## src/hw/rtl/circular_deque_assert.svh

```systemverilog
// Assertion macros for the deque RTL, included by the controller.
`ifndef CIRCULAR_DEQUE_ASSERT_SVH
`define CIRCULAR_DEQUE_ASSERT_SVH

// The consequent holds in the same cycle as the antecedent.
`define CDQ_ASSERT_SAME(label, clk, rst_n, ante, cons) \
  label: assert property (@(posedge clk) disable iff (!rst_n) (ante) |-> (cons)) \
    else $error("deque check failed");

// The consequent holds in the cycle after the antecedent.
`define CDQ_ASSERT_NEXT(label, clk, rst_n, ante, cons) \
  label: assert property (@(posedge clk) disable iff (!rst_n) (ante) |=> (cons)) \
    else $error("deque check failed");

`endif

```

## src/hw/rtl/cdq_pkg.sv

```systemverilog
`default_nettype none

package cdq_pkg;

  localparam int DEPTH_DEF = 8;

  localparam logic [2:0] OP_PUSH_FRONT = 3'd0;
  localparam logic [2:0] OP_PUSH_REAR  = 3'd1;
  localparam logic [2:0] OP_POP_FRONT  = 3'd2;
  localparam logic [2:0] OP_POP_REAR   = 3'd3;
  localparam logic [2:0] OP_DUMP       = 3'd4;

  localparam logic [1:0] ST_OK    = 2'd0;
  localparam logic [1:0] ST_FULL  = 2'd1;
  localparam logic [1:0] ST_EMPTY = 2'd2;

  typedef struct packed {
    logic [2:0]         operation;
    logic signed [31:0] value;
  } req_t;

  typedef struct packed {
    logic [1:0]         status;
    logic signed [31:0] data;
    logic               last;
  } rsp_t;

  typedef struct packed {
    logic we;
    logic re;
  } mem_ctl_t;

endpackage

`default_nettype wire

```

## src/hw/rtl/cdq_store.sv

```systemverilog
`default_nettype none

module cdq_store #(
  parameter int DEPTH = cdq_pkg::DEPTH_DEF
) (
  input  wire logic                     clk,
  input  wire cdq_pkg::mem_ctl_t        mem_ctl,
  input  wire logic [$clog2(DEPTH)-1:0] mem_addr,
  input  wire logic signed [31:0]       mem_wdata,
  output logic signed [31:0]            mem_rdata
);

  logic signed [31:0] mem [DEPTH];
  logic signed [31:0] rdata_r;

  always_ff @(posedge clk) begin
    if (mem_ctl.we) begin
      mem[mem_addr] <= mem_wdata;
    end
    if (mem_ctl.re) begin
      rdata_r <= mem[mem_addr];
    end
  end

  assign mem_rdata = rdata_r;

endmodule

`default_nettype wire

```

## src/hw/rtl/cdq_idx.sv

```systemverilog
`default_nettype none

module cdq_idx #(
  parameter int DEPTH = cdq_pkg::DEPTH_DEF
) (
  input  wire logic [$clog2(DEPTH)-1:0] idx,
  input  wire logic                     up,
  output logic [$clog2(DEPTH)-1:0]      step
);

  localparam int IW = $clog2(DEPTH);
  localparam logic [IW-1:0] IDX_LAST = IW'(DEPTH - 1);

  always_comb begin
    if (up) begin
      step = (idx == IDX_LAST) ? '0 : idx + IW'(1);
    end else begin
      step = (idx == '0) ? IDX_LAST : idx - IW'(1);
    end
  end

endmodule

`default_nettype wire

```

## src/hw/rtl/cdq_ctrl.sv

```systemverilog
`default_nettype none

module cdq_ctrl #(
  parameter int DEPTH = cdq_pkg::DEPTH_DEF
) (
  input  wire logic                     clk,
  input  wire logic                     rst_n,
  input  wire logic                     in_valid,
  output logic                          in_stall,
  input  wire cdq_pkg::req_t            in_req,
  output logic                          out_valid,
  input  wire logic                     out_stall,
  output cdq_pkg::rsp_t                 out_rsp,
  output cdq_pkg::mem_ctl_t             mem_ctl,
  output logic [$clog2(DEPTH)-1:0]      mem_addr,
  output logic signed [31:0]            mem_wdata,
  input  wire logic signed [31:0]       mem_rdata
);

  localparam int IW = $clog2(DEPTH);
  localparam int CW = $clog2(DEPTH + 1);

  typedef enum logic [1:0] {S_IDLE, S_EXEC, S_READ, S_OUT} state_t;

  state_t          state_r, state_nxt;
  cdq_pkg::req_t   req_r, req_nxt;
  cdq_pkg::rsp_t   rsp_r, rsp_nxt;
  logic            out_valid_r, out_valid_nxt;
  logic [IW-1:0]   head_r, head_nxt;
  logic [IW-1:0]   tail_r, tail_nxt;
  logic [IW-1:0]   ptr_r, ptr_nxt;
  logic [CW-1:0]   count_r, count_nxt;
  logic [IW-1:0]   idx_in;
  logic            idx_up;
  logic [IW-1:0]   idx_step;
  logic            is_empty;
  logic            is_full;
  logic            front_op;

  assign is_empty = (count_r == '0);
  assign is_full  = (count_r == CW'(DEPTH));
  assign front_op = (req_r.operation == cdq_pkg::OP_PUSH_FRONT) ||
                    (req_r.operation == cdq_pkg::OP_POP_FRONT);

  always_comb begin
    if (state_r == S_EXEC) begin
      idx_in = front_op ? head_r : tail_r;
      idx_up = (req_r.operation == cdq_pkg::OP_PUSH_REAR) ||
               (req_r.operation == cdq_pkg::OP_POP_FRONT);
    end else begin
      idx_in = ptr_r;
      idx_up = 1'b1;
    end
  end

  cdq_idx #(.DEPTH(DEPTH)) u_idx (
    .idx  (idx_in),
    .up   (idx_up),
    .step (idx_step)
  );

  always_comb begin
    state_nxt     = state_r;
    req_nxt       = req_r;
    rsp_nxt       = rsp_r;
    out_valid_nxt = out_valid_r;
    head_nxt      = head_r;
    tail_nxt      = tail_r;
    ptr_nxt       = ptr_r;
    count_nxt     = count_r;
    mem_ctl       = '0;
    mem_addr      = idx_step;
    mem_wdata     = req_r.value;

    unique case (state_r)
      S_IDLE: begin
        if (in_valid) begin
          req_nxt   = in_req;
          state_nxt = S_EXEC;
        end
      end
      S_EXEC: begin
        unique case (req_r.operation) inside
          cdq_pkg::OP_PUSH_FRONT, cdq_pkg::OP_PUSH_REAR: begin
            rsp_nxt.data  = req_r.value;
            rsp_nxt.last  = 1'b1;
            out_valid_nxt = 1'b1;
            state_nxt     = S_OUT;
            if (is_full) begin
              rsp_nxt.status = cdq_pkg::ST_FULL;
            end else begin
              rsp_nxt.status = cdq_pkg::ST_OK;
              mem_ctl.we     = 1'b1;
              count_nxt      = count_r + CW'(1);
              if (is_empty) begin
                head_nxt = '0;
                tail_nxt = '0;
                mem_addr = '0;
              end else if (front_op) begin
                head_nxt = idx_step;
              end else begin
                tail_nxt = idx_step;
              end
            end
          end
          cdq_pkg::OP_POP_FRONT, cdq_pkg::OP_POP_REAR: begin
            if (is_empty) begin
              rsp_nxt.status = cdq_pkg::ST_EMPTY;
              rsp_nxt.data   = '0;
              rsp_nxt.last   = 1'b1;
              out_valid_nxt  = 1'b1;
              state_nxt      = S_OUT;
            end else begin
              mem_ctl.re = 1'b1;
              mem_addr   = front_op ? head_r : tail_r;
              count_nxt  = count_r - CW'(1);
              state_nxt  = S_READ;
              if (count_r == CW'(1)) begin
                head_nxt = '0;
                tail_nxt = '0;
              end else if (front_op) begin
                head_nxt = idx_step;
              end else begin
                tail_nxt = idx_step;
              end
            end
          end
          cdq_pkg::OP_DUMP: begin
            if (is_empty) begin
              rsp_nxt.status = cdq_pkg::ST_EMPTY;
              rsp_nxt.data   = '0;
              rsp_nxt.last   = 1'b1;
              out_valid_nxt  = 1'b1;
              state_nxt      = S_OUT;
            end else begin
              mem_ctl.re = 1'b1;
              mem_addr   = head_r;
              ptr_nxt    = head_r;
              state_nxt  = S_READ;
            end
          end
          default: begin
            state_nxt = S_IDLE;
          end
        endcase
      end
      S_READ: begin
        rsp_nxt.status = cdq_pkg::ST_OK;
        rsp_nxt.data   = mem_rdata;
        rsp_nxt.last   = (req_r.operation != cdq_pkg::OP_DUMP) || (ptr_r == tail_r);
        out_valid_nxt  = 1'b1;
        state_nxt      = S_OUT;
      end
      S_OUT: begin
        if (!out_stall) begin
          out_valid_nxt = 1'b0;
          if (!rsp_r.last) begin
            ptr_nxt    = idx_step;
            mem_ctl.re = 1'b1;
            mem_addr   = idx_step;
            state_nxt  = S_READ;
          end else begin
            state_nxt = S_IDLE;
          end
        end
      end
      default: begin
        state_nxt = S_IDLE;
      end
    endcase
  end

  always_ff @(posedge clk) begin
    if (!rst_n) begin
      state_r     <= S_IDLE;
      out_valid_r <= 1'b0;
      head_r      <= '0;
      tail_r      <= '0;
      count_r     <= '0;
    end else begin
      state_r     <= state_nxt;
      out_valid_r <= out_valid_nxt;
      head_r      <= head_nxt;
      tail_r      <= tail_nxt;
      count_r     <= count_nxt;
    end
    req_r <= req_nxt;
    rsp_r <= rsp_nxt;
    ptr_r <= ptr_nxt;
  end

  assign in_stall  = (state_r != S_IDLE);
  assign out_valid = out_valid_r;
  assign out_rsp   = rsp_r;

`include "circular_deque_assert.svh"

  `CDQ_ASSERT_SAME(a_count_max, clk, rst_n, 1'b1, count_r <= CW'(DEPTH))
  `CDQ_ASSERT_SAME(a_empty_idx, clk, rst_n, count_r == '0, head_r == '0 && tail_r == '0)
  `CDQ_ASSERT_SAME(a_busy_out, clk, rst_n, out_valid_r, in_stall)
  `CDQ_ASSERT_NEXT(a_last_done, clk, rst_n, out_valid_r && !out_stall && rsp_r.last,
                   !out_valid_r && state_r == S_IDLE)

endmodule

`default_nettype wire

```

## src/hw/rtl/circular_deque.sv

```systemverilog
// Push, full push and empty pop: the accepted request is executed, then its result is registered for output.
// Pop of an entry: execution issues a registered store read, whose data then goes to the output register.
// Dump of N entries: the entries go out one after another from head to tail, each of them
// going through the single store read port and the output register.
// Reset: indices and entry count clear to empty; store contents stay undefined, no clearing.
// A new request is accepted only in idle, after the last result is taken; an output stall delays that.
`default_nettype none

module circular_deque #(
  parameter int DEPTH = cdq_pkg::DEPTH_DEF
) (
  input  wire logic          clk,
  input  wire logic          rst_n,
  input  wire logic          in_valid,
  output logic               in_stall,
  input  wire cdq_pkg::req_t in_req,
  output logic               out_valid,
  input  wire logic          out_stall,
  output cdq_pkg::rsp_t      out_rsp
);

  cdq_pkg::mem_ctl_t          mem_ctl;
  logic [$clog2(DEPTH)-1:0]   mem_addr;
  logic signed [31:0]         mem_wdata;
  logic signed [31:0]         mem_rdata;

  cdq_ctrl #(.DEPTH(DEPTH)) u_ctrl (
    .clk       (clk),
    .rst_n     (rst_n),
    .in_valid  (in_valid),
    .in_stall  (in_stall),
    .in_req    (in_req),
    .out_valid (out_valid),
    .out_stall (out_stall),
    .out_rsp   (out_rsp),
    .mem_ctl   (mem_ctl),
    .mem_addr  (mem_addr),
    .mem_wdata (mem_wdata),
    .mem_rdata (mem_rdata)
  );

  cdq_store #(.DEPTH(DEPTH)) u_store (
    .clk       (clk),
    .mem_ctl   (mem_ctl),
    .mem_addr  (mem_addr),
    .mem_wdata (mem_wdata),
    .mem_rdata (mem_rdata)
  );

endmodule

`default_nettype wire
```

## config.mk

```make
export PLATFORM = sky130hd
export DESIGN_NAME = circular_deque
export DESIGN_NICKNAME = d
export VERILOG_FILES = /design/src/hw/rtl/cdq_pkg.sv /design/src/hw/rtl/cdq_store.sv /design/src/hw/rtl/cdq_idx.sv /design/src/hw/rtl/cdq_ctrl.sv /design/src/hw/rtl/circular_deque.sv
export VERILOG_INCLUDE_DIRS = /design/src /design/src/hw/rtl
export SDC_FILE = /design/constraint.sdc
export NUM_CORES = 1
export LEC_CHECK = 0
export BUFFER_PORTS_ARGS = -buffer_cell sky130_fd_sc_hd__buf_4
export CORE_ASPECT_RATIO = 1.75
export CORE_MARGIN = 2
export CORE_UTILIZATION = 52
export DETAILED_ROUTE_END_ITERATION = 10
export GPL_ROUTABILITY_DRIVEN = 0
export PLACE_DENSITY = 0.78
export SLEW_MARGIN = 20
export SYNTH_ARGS = -nofsm -noshare
export SYNTH_HDL_FRONTEND = slang
export SYNTH_SLANG_ARGS = --single-unit
```

## constraint.sdc

```tcl
create_clock -name clk -period 5.8 [get_ports clk]
set_clock_uncertainty 0.1 [all_clocks]
set_input_delay 0.58 -clock clk [delete_from_list [all_inputs] [get_ports clk]]
set_output_delay 0.58 -clock clk [all_outputs]
set_load 0.005 [all_outputs]
```

==> results of run 1 <==
[worst register-to-register path: stages (launching register included)]
cell and delay, ps:
dfxtp_1 340, inv_1 120, ha_1 580, nor2_1 130, a31oi_2 260, inv_1 80
ha_1 210, ha_1 290, inv_1 60, mux2i_1 130, o22ai_4 680, nand2_1 300
nor2_4 440, buf_4 440
[path summary, 6_finish.rpt]
kind              cells after the start                              to
hold reg to reg                       2   u_ctrl.out_valid$_SDFFE_PN0P_
hold / removal                        1  u_ctrl.mem_wdata[21]$_DFFE_PP_
setup / recovery                     13    u_store.mem[4][18]$_DFFE_PP_
setup reg to reg                     13    u_store.mem[4][18]$_DFFE_PP_
[power by group]
part / internal (mW) / switching, mW
logic: 0.778 / 0.769
clock network: 1.21 / 0.953
registers: 3.23 / 0.0979
total: 5.21 / 1.82
[cell usage in the layout, fill, tap and decap left out, drive strengths merged, types with 5 or more instances in the layout]
cell type	Yosys	layout
and2	5	5
ha	12	12
nand2	75	75
xor2	8	8
edfxtp	361	361
mux4	64	64
mux2	33	33
clkbuf	20	40
nand2b	6	6
nor2	31	31
dfxtp	13	13
inv	13	16
o21ai	42	42
mux2i	8	8
a31oi	5	5
buf	17	91
a21oi	12	12
clkinv	0	13
[final cells by class]
type                    instances  share of cell area, %
flip-flops and latches        374                   66.3
multi-input cells             347                   20.1
clock buffers                  40                   5.34
repair buffers                 91                   4.15
well taps                     373                   2.79
clock inverters                20                   1.05
inverters                      13                  0.291
[registers in the layout (all words and copies together) (netlist names)]
name	flops
u_ctrl.head_r	3
u_store.mem	256
u_ctrl.out_valid	1
u_store.mem_rdata	32
u_ctrl.out_rsp	35
u_ctrl.ptr_r	3
u_ctrl.tail_r	3
u_ctrl.mem_wdata	32
u_ctrl.req_r	3
u_ctrl.count_r	4
u_ctrl.state_r	2
[routing by layer]
metal / up-vias / GRT usage, % / wire, µm
li1: 3213 / - / -
met1: 3621 / 24.0 / 10300
met2: 262 / 33.4 / 14900
met3: 60 / 3.44 / 1500
met4: 0 / 7.00 / 856
met5: - / 0 / 0
[synthesized netlist by cell type (2+ instances only)]
library cell  count  area, µm²
a211oi_1          3       22.5
a21o_1            2       15.0
mux4_2           64       1440
nand3_1           3       15.0
mux2i_1           8       80.1
dfxtp_1          13        260
nand4_1           2       12.5
or3b_1            2       17.5
nor3b_1           2       15.0
a21oi_1          12       60.1
a21boi_0          2       15.0
or2_2             4       25.0
nor2b_1           4       25.0
buf_2            11       55.1
edfxtp_1        361      10800
buf_6             6       67.6
xnor2_1           3       26.3
a211o_1           2       17.5
nor2_1           31        116
ha_1             12        150
a31oi_1           4       25.0
nand2b_1          6       37.5
nand2_1          75        282
and2_1            5       31.3
mux2_2           33        372
inv_1            13       48.8
clkbuf_1         20       75.1
o21ai_0          40        200
o22ai_1           2       12.5
xor2_1            8       70.1
[stage by stage]
stage	util [%]	setup WS [ps]	total power, mW
floorplan	-	1020	4.50
global placement	56.4	1400	4.91
detailed placement	56.5	1300	4.95
CTS	60.3	1290	7.10
global route	60.3	942	7.31
finish	60.3	1300	7.03
[logic make-up (layout without fill, tap and decap cells)]
logic type,after synthesis,in the layout,synth area share [%]
AOI/OAI and AO/OA,81,81,3.39
xor gates and xnor gates,11,11,0.660
adders and majority gates,12,12,1.03
buffers and inverters,50,164,1.69
DFF,374,374,76.1
muxes,105,105,13.0
and+or+nand+nor,138,138,4.17
==> impl_metrics.env, run 1 <==
export IMPL_outcome="finished, final reports clean"
export IMPL_fmax_mhz=222
export IMPL_p_leak_nw=5.53
export IMPL_yosysSeqAreaShare_pct=76.1
export IMPL_clkTransAtPathRegs_ps=70
export IMPL_grt_overflow_total=0
export IMPL_grt_pass1_vias=7343
export IMPL_grt_pass1_wl_um=41800
export IMPL_place_area_um2=15700
export IMPL_wirelength_um=27500
export IMPL_final_nets=912
export IMPL_syn_instance_count=771
export IMPL_drive_gt1_share_pct=29.3
export IMPL_worst_slew_pin_slew_ps=1050
export IMPL_cp_start_kind="register"
export IMPL_ys_flop_type="edfxtp_1"
export IMPL_critPathMaxStageDelay_ps=680
export IMPL_power_density_nw_per_um2=420
export IMPL_synth_nets=822
export IMPL_worstPathMaxFanout=21
export IMPL_worst_ep_required_time_ps=5870
export IMPL_worst_path_max_delay_cell="o22ai_4"
export IMPL_cts_buffer_depth=3
export IMPL_post_cts_buffers=0
export IMPL_pin_count=76
export IMPL_arrival_ps=4580
export IMPL_cts_root_buf="clkbuf_16"
export IMPL_synth_cell_type_count=48
export IMPL_grt_max_degree=69
export IMPL_r2r_start="u_ctrl.state_r[1]$_SDFFE_PN0P_"
export IMPL_critPathLaunch="u_ctrl.state_r[1]$_SDFFE_PN0P_"
export IMPL_cap_violations=0
export IMPL_worstSetupEndpointType="register"
export IMPL_cts_hold_buf=0
export IMPL_fillers=1990
export IMPL_cts_tree="built"
export IMPL_grtUsageTotal_pct=19.2
export IMPL_die_area_um2=29500
export IMPL_relSlewSlack_pct=30.1
export IMPL_routedWlPerCell_um=21.9
export IMPL_grt_setup_unrepaired="no"
export IMPL_fp_dieW_um=131
export IMPL_syn_area_um2=14600
export IMPL_hold_ws_ps=132
export IMPL_vias=7156
export IMPL_synth_edff_count=361
export IMPL_hold_viol=0
export IMPL_async_flop_share_pct=0
export IMPL_synth_area_per_cell_um2=18.9
export IMPL_cts_resized=0
export IMPL_row_count=81
export IMPL_place_hpwl_um=15900
export IMPL_drv_slew=0
export IMPL_criticalPathCategory="register to register"
export IMPL_min_period_ps=4500
export IMPL_dp_cells=1198
export IMPL_antenna_cells=0
export IMPL_drtIter0Drc=652
export IMPL_fin_cells=1258
export IMPL_ant_nets=0
export IMPL_numCtsBuffers=34
export IMPL_ir_drop_mv=0.221
export IMPL_path_buf_inv=4
export IMPL_tns_ps=0
export IMPL_worstSkewPairLatency_ps=520
export IMPL_drtPass1Iterations=5
export IMPL_min_delay_start="in_req[21]"
export IMPL_areaGrowthSynthToFinish_pct=14.8
export IMPL_port_buffers=75
export IMPL_dieHeight_um=226
export IMPL_core_area_um2=27800
export IMPL_initial_core_util_pct=52.5
export IMPL_multi_input_area_um2=3370
export IMPL_finalCritPeriodShare_pct=77.6
export IMPL_fin_area_um2=16700
export IMPL_hold_path_class="primary input to register"
export IMPL_final_seq_area_um2=11100
export IMPL_yosys_warnings=0
export IMPL_drc_errors=0
export IMPL_clock_sinks=374
export IMPL_ff2ff_setup_slack_ps=1300
export IMPL_crit_family="adder cells"
export IMPL_via_per_inst=5.69
export IMPL_path_cells="inv_1, ha_1, nor2_1, a31oi_2, inv_1, ha_1, ha_1, inv_1, mux2i_1, o22ai_4, nand2_1, nor2_4, buf_4"
export IMPL_antenna_found_initial=0
export IMPL_finalSetupViolCount=0
export IMPL_ys_seq_elements=374
export IMPL_cts_max_level=2
No activity file was read; power rests on OpenSTA's default activity.
==> inputs of run 2 (changes only) <==
==> constraint.sdc (replaced) <==
create_clock -name clk -period 4.4 [get_ports clk]
set_clock_uncertainty 0.1 [all_clocks]
set_input_delay 0.44 -clock clk [delete_from_list [all_inputs] [get_ports clk]]
set_output_delay 0.44 -clock clk [all_outputs]
set_load 0.005 [all_outputs]
==> run 2 against run 1 <==
Via count up 3.9%. Combinational power up 35%. Sequential power up 32%. Clock-buffer cell count down 9. First-iteration DRC count down 23%.
==> impl_metrics.env, run 2 (synthesis gave the netlist of run 1 again) <==
export IMPL_outcome="finished, final reports clean"
export IMPL_rr_worst_depth=11
export IMPL_final_seq_area_um2=11100
export IMPL_cts_root_buf="clkbuf_16"
export IMPL_internal_power_mw=6.86
export IMPL_grt_setup_unrepaired="no"
export IMPL_drc_errors=0
export IMPL_cts_max_level=1
export IMPL_antenna_cells=0
export IMPL_worst_slew_pin_slew_ps=1060
export IMPL_relSlewSlack_pct=29.6
export IMPL_ant_nets=0
export IMPL_pwr_share_comb_pct=22.7
export IMPL_fp_dieW_um=131
export IMPL_clkPwrFrac_pct=30.1
export IMPL_p_leak_nw=5.76
export IMPL_cts_buffer_depth=3
export IMPL_finish_utilization_pct=62.3
export IMPL_worst_ep_required_time_ps=4610
export IMPL_r2r_start="u_ctrl.req_r[34]$_DFFE_PP_"
export IMPL_grt_max_degree=68
export IMPL_grtUsageTotal_pct=20.4
export IMPL_final_nets=958
export IMPL_via_per_inst=5.70
export IMPL_pwr_share_seq_pct=47.2
export IMPL_criticalPathCategory="register to register"
export IMPL_rr_endpoint="u_store.mem_rdata[10]$_DFFE_PP_"
export IMPL_power_density_nw_per_um2=536
export IMPL_place_area_um2=15900
export IMPL_ff2ff_setup_slack_ps=480
export IMPL_vias=7432
export IMPL_finalSetupViolCount=0
export IMPL_cap_violations=0
export IMPL_p_sw_mw=2.40
export IMPL_dp_cells=1212
export IMPL_ir_drop_mv=0.357
export IMPL_dieHeight_um=226
export IMPL_cp_start_kind="register"
export IMPL_wirelength_um=29100
export IMPL_min_delay_start="rst_n"
export IMPL_drtIter0Drc=505
export IMPL_tns_ps=0
export IMPL_row_count=81
export IMPL_hold_viol=0
export IMPL_place_hpwl_um=16200
export IMPL_worstSetupEndpointType="register"
export IMPL_core_area_um2=27800
export IMPL_arrival_ps=4130
export IMPL_drtPass1Iterations=4
export IMPL_grt_pass1_vias=7772
export IMPL_fmax_mhz=255
export IMPL_areaGrowthSynthToFinish_pct=18.5
export IMPL_critPathLaunch="u_ctrl.req_r[34]$_DFFE_PP_"
export IMPL_fillers=1929
export IMPL_finalCritPeriodShare_pct=89.0
export IMPL_clkTransAtPathRegs_ps=70
export IMPL_die_area_um2=29500
export IMPL_port_buffers=75
export IMPL_most_common_layout_cells="edfxtp_1, buf_4, nand2_1, mux4_2, o21ai_0"
export IMPL_cts_resized=0
export IMPL_fin_area_um2=17300
export IMPL_antenna_found_initial=0
export IMPL_endpoint="u_store.mem_rdata[10]$_DFFE_PP_"
export IMPL_hold_ws_ps=54.2
export IMPL_numCtsBuffers=31
export IMPL_routedWlPerCell_um=22.3
export IMPL_pin_count=76
export IMPL_initial_core_util_pct=52.5
export IMPL_final_common_cell="edfxtp_1"
export IMPL_worstSkewPairLatency_ps=580
export IMPL_cts_tree="built"
export IMPL_largest_reg_flops=256
export IMPL_grt_pass1_wl_um=44700
export IMPL_hold_path_class="primary input to register"
export IMPL_fin_cells=1304
export IMPL_multi_input_area_um2=3370
export IMPL_drv_slew=0
export IMPL_power_share_switching_pct=25.9
export IMPL_grt_overflow_total=0
export IMPL_min_period_ps=3920
export IMPL_worstPathMaxFanout=64
export IMPL_largest_register="u_store.mem"
export IMPL_clock_sinks=374
export IMPL_drive_gt1_share_pct=29.8
## run 2: cell types whose count changed in the layout (fill, tap and decap cells not counted)
cell,delta
buf_12,+10
buf_4,+4
bufinv_16,+2
clkbuf_1,-5
clkbuf_16,-4
clkinv_1,-2
clkinv_2,+4
clkinv_8,-1
clkinvlp_4,+2
dlygate4sd3_1,+35
inv_6,+1
## run 2: timing repair
item | CTS | global route
hold buffers | 35 | 0
setup endpoints to repair | 0 | 0
buffers inserted | 0 | 0
endpoints found under the hold margin | 35 | 0
## run 2: per-stage QoR
stage               power, mW  setup WS, ps
floorplan                5.93          -383
global placement         6.48           606
detailed placement       6.54           494
CTS                      9.34           479
global route             9.63           242
finish                   9.26           482
## run 2: routing by layer
| layer | GRT usage [%] | wire [µm] | vias up |
|---|---|---|---|
| met2 | 37.0 | 16000 | 298 |
| met3 | 2.32 | 1490 | 53 |
| met1 | 25.3 | 10900 | 3771 |
| met5 | 0 | 0 | - |
| met4 | 6.45 | 737 | 0 |
| li1 | - | - | 3310 |
## run 2: worst min path at each step
stage | endpoint | slack [ps] | depth (start not counted)
after global placement | u_ctrl.out_valid$_SDFFE_PN0P_ | 370 | 2
after floorplan | u_ctrl.out_valid$_SDFFE_PN0P_ | 370 | 2
after detailed placement | u_ctrl.out_valid$_SDFFE_PN0P_ | 400 | 2
final | u_ctrl.count_r[3]$_SDFFE_PN0P_ | 50 | 2
after global routing | u_ctrl.count_r[1]$_SDFFE_PN0P_ | 50 | 2
after CTS | u_ctrl.count_r[1]$_SDFFE_PN0P_ | 40 | 2
## run 2: layout make-up
class,instances,share of cell area (%)
inverter,13,0.282
clock inverter,26,1.48
multi-input combinational,347,19.5
sequential,374,64.2
timing repair buffer,140,7.38
tap,373,2.70
clock buffer,31,4.49
## run 2: critical path, stage by stage, from the launching register on
cell      delay (ps)
edfxtp_1         440
or3b_1           440
a31oi_2          270
inv_1             70
ha_1             210
ha_1             180
a21oi_1          160
o22ai_1          170
a21oi_4          210
buf_12           450
mux4_2           610
mux2_2           290
## run 2: power groups by stage
stage | registers [mW] | logic (mW) | clock network (mW)
after floorplan | 4.41 | 1.52 | 0
after global placement | 4.44 | 2.04 | 0
after detailed placement | 4.45 | 2.09 | 0
after CTS | 4.38 | 2.13 | 2.84
after global routing | 4.40 | 2.27 | 2.97
final | 4.38 | 2.10 | 2.79
==> inputs of run 3 (changes only) <==
--- a/config.mk
+++ b/config.mk
@@ -7,12 +7,14 @@
 export NUM_CORES = 1
 export LEC_CHECK = 0
 export BUFFER_PORTS_ARGS = -buffer_cell sky130_fd_sc_hd__buf_4
+export CELL_PAD_IN_SITES_DETAIL_PLACEMENT = 0
+export CELL_PAD_IN_SITES_GLOBAL_PLACEMENT = 1
 export CORE_ASPECT_RATIO = 1.75
 export CORE_MARGIN = 2
 export CORE_UTILIZATION = 52
 export DETAILED_ROUTE_END_ITERATION = 10
 export GPL_ROUTABILITY_DRIVEN = 0
-export PLACE_DENSITY = 0.78
+export PLACE_DENSITY = 0.87
 export SLEW_MARGIN = 20
 export SYNTH_ARGS = -nofsm -noshare
 export SYNTH_HDL_FRONTEND = slang
==> run 3 against run 2 <==
Clock-buffer cell count up 11. Via count fell by 0.93%. Clock power hardly changed. Final cell count increased by 0.31%. Critical path depth grew 2.
==> impl_metrics.env, run 3 (synthesis gave the netlist of run 1 again) <==
export IMPL_path_buf_inv=5
export IMPL_grt_max_degree=36
export IMPL_grt_overflow_total=0
export IMPL_die_area_um2=29500
export IMPL_place_ws_ps=493
export IMPL_dp_cells=1214
export IMPL_vias=7363
export IMPL_layout_setup_ws_ps=441
export IMPL_power_mw=9.37
export IMPL_pin_count=76
export IMPL_grt_setup_unrepaired="no"
export IMPL_grt_pass1_wl_um=44600
export IMPL_worst_path_max_delay_cell="o22ai_4"
export IMPL_power_density_nw_per_um2=541
export IMPL_largest_register="u_store.mem"
export IMPL_grt_pass1_vias=7719
export IMPL_initial_core_util_pct=52.5
export IMPL_worstSetupEndpointType="register"
export IMPL_cts_resized=0
export IMPL_via_per_inst=5.63
export IMPL_row_count=81
export IMPL_finish_utilization_pct=62.4
export IMPL_finalCritPeriodShare_pct=90.0
export IMPL_critPathMaxStageDelay_ps=560
export IMPL_worst_slew_pin_slew_ps=1060
export IMPL_relSlewSlack_pct=29.3
export IMPL_place_hpwl_um=16200
export IMPL_ir_drop_mv=0.384
export IMPL_dieHeight_um=226
export IMPL_cts_max_level=2
export IMPL_most_common_layout_cells="edfxtp_1, buf_4, nand2_1, mux4_2, o21ai_0"
export IMPL_areaGrowthSynthToFinish_pct=18.7
export IMPL_ant_nets=0
export IMPL_fin_cells=1308
export IMPL_fmax_mhz=253
export IMPL_fp_dieW_um=131
export IMPL_worst_ep_required_time_ps=4570
export IMPL_grtUsageTotal_pct=20.7
export IMPL_final_nets=963
export IMPL_wirelength_um=29400
export IMPL_finalSetupViolCount=0
export IMPL_drive_gt1_share_pct=29.0
export IMPL_outcome="finished, final reports clean"
export IMPL_drv_slew=0
export IMPL_clkTransAtPathRegs_ps=60
export IMPL_antenna_cells=0
export IMPL_fillers=1956
export IMPL_antenna_found_initial=0
export IMPL_criticalPathCategory="register to register"
export IMPL_arrival_ps=4130
export IMPL_post_cts_buffers=0
export IMPL_final_common_cell="edfxtp_1"
export IMPL_hold_viol=0
export IMPL_final_seq_area_um2=11100
export IMPL_path_cells="inv_1, ha_1, buf_4, a31oi_2, inv_1, ha_1, ha_1, inv_1, mux2i_1, o22ai_4, buf_4, mux4_2, mux2_2"
export IMPL_port_buffers=75
export IMPL_p_leak_nw=5.77
export IMPL_cts_buffer_depth=3
export IMPL_numCtsBuffers=34
export IMPL_cap_violations=0
export IMPL_hold_path_class="primary input to register"
export IMPL_cts_hold_buf=35
export IMPL_min_period_ps=3960
export IMPL_worstSkewPairLatency_ps=520
export IMPL_routedWlPerCell_um=22.5
export IMPL_drc_errors=0
export IMPL_drtIter0Drc=602
export IMPL_worstPathMaxFanout=18
export IMPL_cts_tree="built"
export IMPL_largest_reg_flops=256
export IMPL_cp_start_kind="register"
export IMPL_clock_sinks=374
export IMPL_core_area_um2=27800
export IMPL_cts_root_buf="clkbuf_16"
export IMPL_drtPass1Iterations=4
export IMPL_multi_input_area_um2=3340
export IMPL_crit_family="buffers and inverters"
## run 3: cell count changes in the layout (fill, tap and decap cells not counted), moves of 4 or more
cell	delta
clkbuf_16	+4
clkinv_2	-5
nor2_2	+4
nor2_4	-4
clkbuf_1	+7
## run 3: metal layers
metal | part of all wire [%] | GRT usage, % | vias to the layer above
met5 | 0 | 0 | -
met4 | 3.5 | 8.75 | 0
met3 | 5.6 | 2.68 | 71
met2 | 54 | 36.8 | 296
met1 | 37 | 25.2 | 3670
li1 | - | - | 3326
## run 3: worst reg2reg max path: cells and delay by family (launching register included)
| family | cells | cell delay, ps |
|---|---|---|
| buf+inv | 5 | 860 |
| mux | 3 | 810 |
| fa+ha+maj | 3 | 780 |
| compound gates | 2 | 780 |
| flops | 1 | 390 |
## run 3: cell type report
type                            instances  area share [%]
Clock buffer                           42            5.21
Multi-Input combinational cell        347            19.3
Tap cell                              373            2.69
Timing Repair Buffer                  142            7.53
Inverter                               13           0.282
Clock inverter                         17           0.910
Sequential cell                       374            64.1
## run 3: metrics by stage
| stage | hold slack (ps) | TNS (ps) | cell area, µm² |
|---|---|---|---|
| floorplan | 372 | -74990 | 14600 |
| CTS | 103 | 0 | 17300 |
| global route | 107 | 0 | 17300 |
| global placement | 374 | 0 | 15900 |
| detailed placement | 392 | 0 | 15900 |
| finish | 109 | 0 | 17300 |
## run 3: worst paths after layout
check                                 startpoint                               to  slack [ps]  cells after the start
setup reg to reg  u_ctrl.state_r[1]$_SDFFE_PN0P_  u_store.mem_rdata[17]$_DFFE_PP_         440                     13
hold / removal                             rst_n   u_ctrl.count_r[3]$_SDFFE_PN0P_         110                      2
setup / recovery  u_ctrl.state_r[1]$_SDFFE_PN0P_  u_store.mem_rdata[17]$_DFFE_PP_         440                     13
hold reg to reg    u_ctrl.out_valid$_SDFFE_PN0P_    u_ctrl.out_valid$_SDFFE_PN0P_         390                      2
## run 3: report_power, final
part,leakage [nW],switching [mW],internal (mW)
clock,0.509,1.24,1.59
combinational,1.87,1.04,1.13
sequential,3.39,0.123,4.25
total,5.77,2.40,6.97
